===== src/rtl/mlru_pkg.sv =====
// Shared types and constants for the matrix LRU replacement unit.
`default_nettype none

package mlru_pkg;

  localparam int unsigned TOUCH_W  = 4;
  localparam int unsigned CHOSEN_W = 4;

  typedef enum logic {
    ACT_TOUCH   = 1'b0,
    ACT_REPLACE = 1'b1
  } action_t;

endpackage

`default_nettype wire


===== src/rtl/matrix_lru_replacement_unit.sv =====
// Matrix LRU replacement unit for FRAMES page frames.
// Input channel (in_valid / in_stall): in_action selects touch (0) or replace (1);
// in_touch_frame names the frame for a touch and is ignored for a replace.
// Result channel (out_valid / out_stall): out_chosen_frame is the victim of a
// replace or the echoed frame of a touch (low 4 bits of the frame index).
// Every input transaction yields exactly one result transaction.
// The age matrix sits in a row memory with a registered read port and is
// walked one row per cycle by a single comparator and a single column clear.
// A touch runs an update pass over all rows before its result is loaded;
// a replace runs a compare pass over all rows, then the update pass.
// A touch of a frame at or above FRAMES skips the update pass and goes
// straight to the finish state to load its result. One transaction is in
// work at a time and in_stall is high while it runs, so the next accept
// waits until the current result has been loaded into the output register.
// A finished result sits in the output register; the next transaction is
// accepted while it waits. If the receiver stalls and the next result is
// ready, the unit holds it and keeps in_stall high until the register frees.
// Reset (rst_n low, synchronous) clears the matrix to all zeros through the
// per-row valid bits at once, empties the output register and returns idle.
`default_nettype none

module matrix_lru_replacement_unit #(
  parameter int FRAMES = 16
) (
  input  wire logic                          clk,
  input  wire logic                          rst_n,
  input  wire logic                          in_valid,
  output logic                               in_stall,
  input  wire logic                          in_action,
  input  wire logic [mlru_pkg::TOUCH_W-1:0]  in_touch_frame,
  output logic                               out_valid,
  input  wire logic                          out_stall,
  output logic [mlru_pkg::CHOSEN_W-1:0]      out_chosen_frame
);

  import mlru_pkg::*;

  localparam int FW = $clog2(FRAMES);
  localparam logic [FW-1:0]     LAST_ROW = FW'(FRAMES - 1);
  localparam logic [FRAMES-1:0] ROW_ONES = '1;
  localparam logic [FRAMES-1:0] COL0_BIT = {1'b1, {(FRAMES-1){1'b0}}};

  typedef enum logic [1:0] {
    S_IDLE,
    S_SCAN,
    S_UPDATE,
    S_FINISH
  } state_t;

  state_t              state_r;
  logic [FW-1:0]       cnt_r;
  logic                issue_r;
  logic                rd_vld_r;
  logic [FW-1:0]       rd_idx_r;
  logic [FRAMES-1:0]   best_val_r;
  logic [FW-1:0]       best_idx_r;
  logic [FW-1:0]       frame_r;
  logic [CHOSEN_W-1:0] chosen_r;
  logic                out_valid_r;
  logic [CHOSEN_W-1:0] out_frame_r;

  logic                rd_en;
  logic [FRAMES-1:0]   rd_data;
  logic                wr_en;
  logic [FRAMES-1:0]   wr_data;
  logic [FRAMES-1:0]   col_bit;
  logic                take;
  logic [FW-1:0]       win_idx;
  logic                in_fire;
  logic                last_data;

  assign in_fire   = in_valid && (state_r == S_IDLE);
  assign rd_en     = ((state_r == S_SCAN) || (state_r == S_UPDATE)) && issue_r;
  assign last_data = rd_vld_r && (rd_idx_r == LAST_ROW);

  // Row 0 always seeds the minimum; strict less keeps the lowest index on ties.
  assign take    = rd_vld_r && ((rd_idx_r == '0) || (rd_data < best_val_r));
  assign win_idx = take ? rd_idx_r : best_idx_r;

  // Column f is bit FRAMES-1-f of a row.
  assign col_bit = COL0_BIT >> frame_r;
  assign wr_en   = (state_r == S_UPDATE) && rd_vld_r;
  assign wr_data = ((rd_idx_r == frame_r) ? ROW_ONES : rd_data) & ~col_bit;

  mlru_row_mem #(
    .FRAMES (FRAMES)
  ) u_row_mem (
    .clk     (clk),
    .rst_n   (rst_n),
    .rd_en   (rd_en),
    .rd_addr (cnt_r),
    .rd_data (rd_data),
    .wr_en   (wr_en),
    .wr_addr (rd_idx_r),
    .wr_data (wr_data)
  );

  always_ff @(posedge clk) begin
    if (!rst_n) begin
      state_r     <= S_IDLE;
      issue_r     <= 1'b0;
      rd_vld_r    <= 1'b0;
      out_valid_r <= 1'b0;
    end else begin
      rd_vld_r <= rd_en;
      rd_idx_r <= cnt_r;
      // The finish state reloads the register itself.
      if (out_valid_r && !out_stall && (state_r != S_FINISH)) begin
        out_valid_r <= 1'b0;
      end
      if (rd_en) begin
        cnt_r <= cnt_r + FW'(1);
        if (cnt_r == LAST_ROW) begin
          issue_r <= 1'b0;
        end
      end
      unique case (state_r)
        S_IDLE: begin
          if (in_fire) begin
            cnt_r <= '0;
            if (action_t'(in_action) == ACT_REPLACE) begin
              issue_r <= 1'b1;
              state_r <= S_SCAN;
            end else begin
              chosen_r <= CHOSEN_W'(in_touch_frame);
              frame_r  <= FW'(in_touch_frame);
              // Drop the update for a frame outside the matrix.
              if (int'(in_touch_frame) < FRAMES) begin
                issue_r <= 1'b1;
                state_r <= S_UPDATE;
              end else begin
                state_r <= S_FINISH;
              end
            end
          end
        end
        S_SCAN: begin
          if (take) begin
            best_val_r <= rd_data;
            best_idx_r <= rd_idx_r;
          end
          if (last_data) begin
            frame_r  <= win_idx;
            chosen_r <= CHOSEN_W'(win_idx);
            cnt_r    <= '0;
            issue_r  <= 1'b1;
            state_r  <= S_UPDATE;
          end
        end
        S_UPDATE: begin
          if (last_data) begin
            state_r <= S_FINISH;
          end
        end
        S_FINISH: begin
          // Hold the result until the output register frees.
          if (!out_valid_r || !out_stall) begin
            out_valid_r <= 1'b1;
            out_frame_r <= chosen_r;
            state_r     <= S_IDLE;
          end
        end
        default: begin
          state_r <= S_IDLE;
        end
      endcase
    end
  end

  assign in_stall         = (state_r != S_IDLE);
  assign out_valid        = out_valid_r;
  assign out_chosen_frame = out_frame_r;

endmodule

`default_nettype wire


===== src/rtl/mlru_row_mem.sv =====
// Age matrix row storage: one write port, one registered read port, per-row valid bits.
`default_nettype none

module mlru_row_mem #(
  parameter int FRAMES = 16
) (
  input  wire logic                       clk,
  input  wire logic                       rst_n,
  input  wire logic                       rd_en,
  input  wire logic [$clog2(FRAMES)-1:0]  rd_addr,
  output logic      [FRAMES-1:0]          rd_data,
  input  wire logic                       wr_en,
  input  wire logic [$clog2(FRAMES)-1:0]  wr_addr,
  input  wire logic [FRAMES-1:0]          wr_data
);

  logic [FRAMES-1:0] mem_q [FRAMES];
  logic [FRAMES-1:0] row_vld_r;
  logic [FRAMES-1:0] rd_data_r;
  logic              rd_row_vld_r;

  always_ff @(posedge clk) begin
    if (wr_en) begin
      mem_q[wr_addr] <= wr_data;
    end
  end

  always_ff @(posedge clk) begin
    if (rd_en) begin
      rd_data_r <= mem_q[rd_addr];
    end
  end

  // A row never written since reset reads as zero.
  always_ff @(posedge clk) begin
    if (!rst_n) begin
      row_vld_r    <= '0;
      rd_row_vld_r <= 1'b0;
    end else begin
      if (wr_en) begin
        row_vld_r[wr_addr] <= 1'b1;
      end
      if (rd_en) begin
        rd_row_vld_r <= row_vld_r[rd_addr];
      end
    end
  end

  assign rd_data = rd_row_vld_r ? rd_data_r : '0;

endmodule

`default_nettype wire


===== config.mk =====
export PLATFORM = sky130hd
export DESIGN_NAME = matrix_lru_replacement_unit
export DESIGN_NICKNAME = d
export VERILOG_FILES = /design/src/rtl/mlru_pkg.sv /design/src/rtl/matrix_lru_replacement_unit.sv /design/src/rtl/mlru_row_mem.sv
export SDC_FILE = /design/constraint.sdc
export NUM_CORES = 1
export LEC_CHECK = 0
export BUFFER_PORTS_ARGS = -buffer_cell sky130_fd_sc_hd__buf_2
export CORE_MARGIN = 3
export CORE_UTILIZATION = 63
export CTS_CLUSTER_DIAMETER = 100
export CTS_CLUSTER_SIZE = 12
export DETAILED_ROUTE_END_ITERATION = 12
export GPL_TIMING_DRIVEN = 0
export PLACE_DENSITY_LB_ADDON = 0.15
export SYNTH_ARGS = -nofsm -noshare
export SYNTH_HDL_FRONTEND = slang
export SYNTH_SLANG_ARGS = --single-unit
export TNS_END_PERCENT = 30

===== constraint.sdc =====
create_clock -name clk -period 5.2 [get_ports clk]
set_input_delay 0.78 -clock clk [delete_from_list [all_inputs] [get_ports clk]]
set_output_delay 0.78 -clock clk [all_outputs]
set_load 0.005 [all_outputs]

==> impl_metrics.toml <==
[timing]
finalSetupTns_ns = 0
finClkSkew_ns = 0.0140
timing.slew.headroom_pct = 7.98
tightest_slew_ns = 1.38
timing.final.crit_period_ns = 3.57
timing.final.crit_share_pct = 68.7
hold_viol = 0
final_max_slew_viol_count = 0
grt_setup_unrepaired = "no"
max_clock_freq_mhz = 280
setup-violations-final = 0

[worst_setup_path]
critical_path_buf_inv_count = 4
worst_setup_path_end_kind = "flip-flop"
cpLargestDelayFamily = "compound AO/OA/AOI/OAI gates"
critical_path.max_stage_delay_ns = 0.59
timing.critical_path.fanout_max = 11
critical-path-slowest-cell = "sky130_fd_sc_hd__a21boi_1"
crit_chain = "buf_2 > clkbuf_1 > nand2_1 > inv_1 > ha_1 > a21o_1 > a22o_1 > o21ai_0 > o211ai_4 > a21boi_1 > buf_4"
startpoint_type = "flip-flop"
worst-endpoint-arrival_ns = 3.82
crit_cells = 11
worstPathRequired_ns = 5.45
path_class = "reg2reg"
reg2regPathDepth = 11

[finish]
drive_gt1_share_pct = 18.5
commonest_cells_after_routing_fill_and_taps_aside = "308 x sky130_fd_sc_hd__edfxtp_1, 48 x sky130_fd_sc_hd__mux4_1, 37 x sky130_fd_sc_hd__inv_1, 37 x sky130_fd_sc_hd__nor2_1, 36 x sky130_fd_sc_hd__mux4_2"
antenna_cells_inserted = 0
layoutNonFillerInstCount = 1055
area_growth_syn_to_layout_pct = 12.5
final_common_cell = "sky130_fd_sc_hd__edfxtp_1"
net_count_of_the_finished_layout = 801

[clock_network]
clkLatencyLatePin_ns = 0.56
cts_root_buffer = "sky130_fd_sc_hd__clkbuf_16"
post_cts_buffers = 0
max-clock-path-buffers = 3
cts_repair_resize_count = 0
cts_hold_repair.buffers = 0
tritoncts_clock_tree = "done"
clkSinkCount = 330
clkTransAtPathRegs_ns = 0.06
numCtsBuffers = 31
htree_num_levels = 1

[logic_synthesis]
yosys_register_bits = 330
synthAdderAreaFrac_pct = 1.86
async_flop_share_pct = 0
yosys_warnings = 0
postSynthAreaPerCell_um2 = 19.3
synth_nets = 727
synth_top_family_by_area = "multiplexers"
fraction_of_the_mapped_netlist_area_in_compound_gates_pct = 2.87
synth_enable_flop_cells = 308
post_synth_xor_area_fraction_pct = 0.456
mappedNetlistArea_um2 = 13500
postSynth.topFlopCell = "sky130_fd_sc_hd__edfxtp_1"
seq_area_frac_synth_pct = 72.0
synthMuxAreaShare_pct = 16.1
post_synth_simple_gate_area_pct = 4.14
postSynthCellCount = 698
ys_types = 43

[grt]
globalRouteMet3Util_pct = 5.97
maximum_number_of_pins_on_one_net_before_global_route_repair = 23
grtUsageMet1_pct = 34.8
track_usage_pct = 25.4
global_route.usage.met2_pct = 41.9
first_global_vias = 7118
number_of_antenna_violations_at_the_first_check_in_global_routing = 0
globalRoute.busiestLayer = "met2"
grt_pass1_wl_mm = 43.8
grt_remaining_overflow = 0

[place]
gp_congestion = 0.832
placed_cells = 1002
dp_hpwl_mm = 19.3
io_buffers = 14

[route]
vias_per_cell = 6.54
ant_nets = 0
via_count = 6900
iteration_0_drc_count_of_the_detailed_router = 867
route.detailed.drc = 0
drt_wl_total_mm = 29.5
post_drt_wl_per_cell_um = 28.0
drt_pre_antenna_iters = 6

[power]
share_seq_of_total_power_pct = 49.1
power.leakage_nw = 5.34
clkPwrFrac_pct = 30.6
power_switching_mw = 1.68
irDropWorstVdd_uv = 333
p_int_mw = 4.78
power.share.combinational_pct = 20.2
pwr_cell_area_nw_per_um2 = 427
sw_frac_of_total_pct = 26.0

[min_path]
hp-class = "reg2reg"
min_delay_path_depth = 0

[floorplan]
die_x_um = 152
std_cell_rows = 52
fp.dieArea_um2 = 23100
floorplan.initialDensity_pct = 65.2
io_pins = 15
floorplan.core_area_um2 = 20600
die_y_um = 152

[status]
result_of_the_run = "completed"

[flow_run]
maxCapViolations = 0
-- synthesized netlist by cell type (all sizes together), types with 9 or more instances --
| cell type | number | share of area (%) |
|---|---|---|
| a21oi | 21 | 0.78 |
| a22oi | 9 | 0.50 |
| buf | 13 | 0.87 |
| clkbuf | 22 | 0.62 |
| dfxtp | 22 | 3.3 |
| edfxtp | 308 | 69 |
| ha | 20 | 1.9 |
| inv | 37 | 1.0 |
| mux4 | 84 | 15 |
| nand2 | 31 | 0.87 |
| nor2 | 48 | 1.3 |
| nor2b | 10 | 0.47 |
-- cells by family after synthesis --
| family | count (synthesis) |
|---|---|
| compound gates | 56 |
| flops | 330 |
| xor+xnor | 7 |
| buf+inv | 72 |
| mux | 93 |
| fa+ha+maj | 20 |
| simple gates | 120 |
-- registers in the layout, indices dropped and copies added (netlist names), 16 cells and up --
| register | count |
|---|---|
| best_val_r | 16 |
| u_row_mem.mem_q | 256 |
| u_row_mem.row_vld_r | 16 |
| u_row_mem.rd_data_r | 16 |
-- stage by stage --
step                      hold WS [ns]  power, mW  utilization, %  cell area [um^2]  setup slack (ns)
after global placement           0.441       4.43            67.2             13900             0.861
after global routing             0.472       6.66            73.4             15100              1.45
after detailed placement         0.441       4.50            69.0             14200              1.66
final                            0.463       6.46            73.4             15100              1.63
after CTS                        0.462       6.44            73.1             15100              1.61
after floorplan                  0.424       4.11               -             13500              1.59
-- final timing paths --
path	from	endpoint	slack [ns]
hold reg to reg	chosen_r[0]	out_chosen_frame[0]	0.46
setup / recovery	u_row_mem.rd_row_vld_r	best_val_r[0]	1.63
hold / removal	chosen_r[0]	out_chosen_frame[0]	0.46
setup reg to reg	u_row_mem.rd_row_vld_r	best_val_r[0]	1.63
-- final cells by class --
cell class / count / area, um^2
clock inverters: 2 / 17.5
repair buffers: 41 / 454
flip-flops and latches: 330 / 9690
multi-input cells: 296 / 3470
well taps: 270 / 338
inverters: 37 / 139
plain buffers: 35 / 201
clock buffers: 44 / 825
fillers: 1169 / 5490
-- power by group through the flow --
| stage | Sequential, mW | Combinational [mW] | Clock (mW) |
|---|---|---|---|
| final | 3.17 | 1.31 | 1.98 |
| after global routing | 3.18 | 1.38 | 2.11 |
| after CTS | 3.17 | 1.27 | 1.99 |
| after detailed placement | 3.23 | 1.27 | 0 |
| after global placement | 3.22 | 1.21 | 0 |
| after floorplan | 3.20 | 0.906 | 0 |
-- metal layers --
| metal | routed length, um | vias up |
|---|---|---|
| met5 | 0 | - |
| met4 | 818 | 0 |
| met3 | 3090 | 64 |
| met2 | 14400 | 350 |
| met1 | 11200 | 3522 |
| li1 | - | 2964 |
Note: power is estimated with default switching activity, not from simulation.
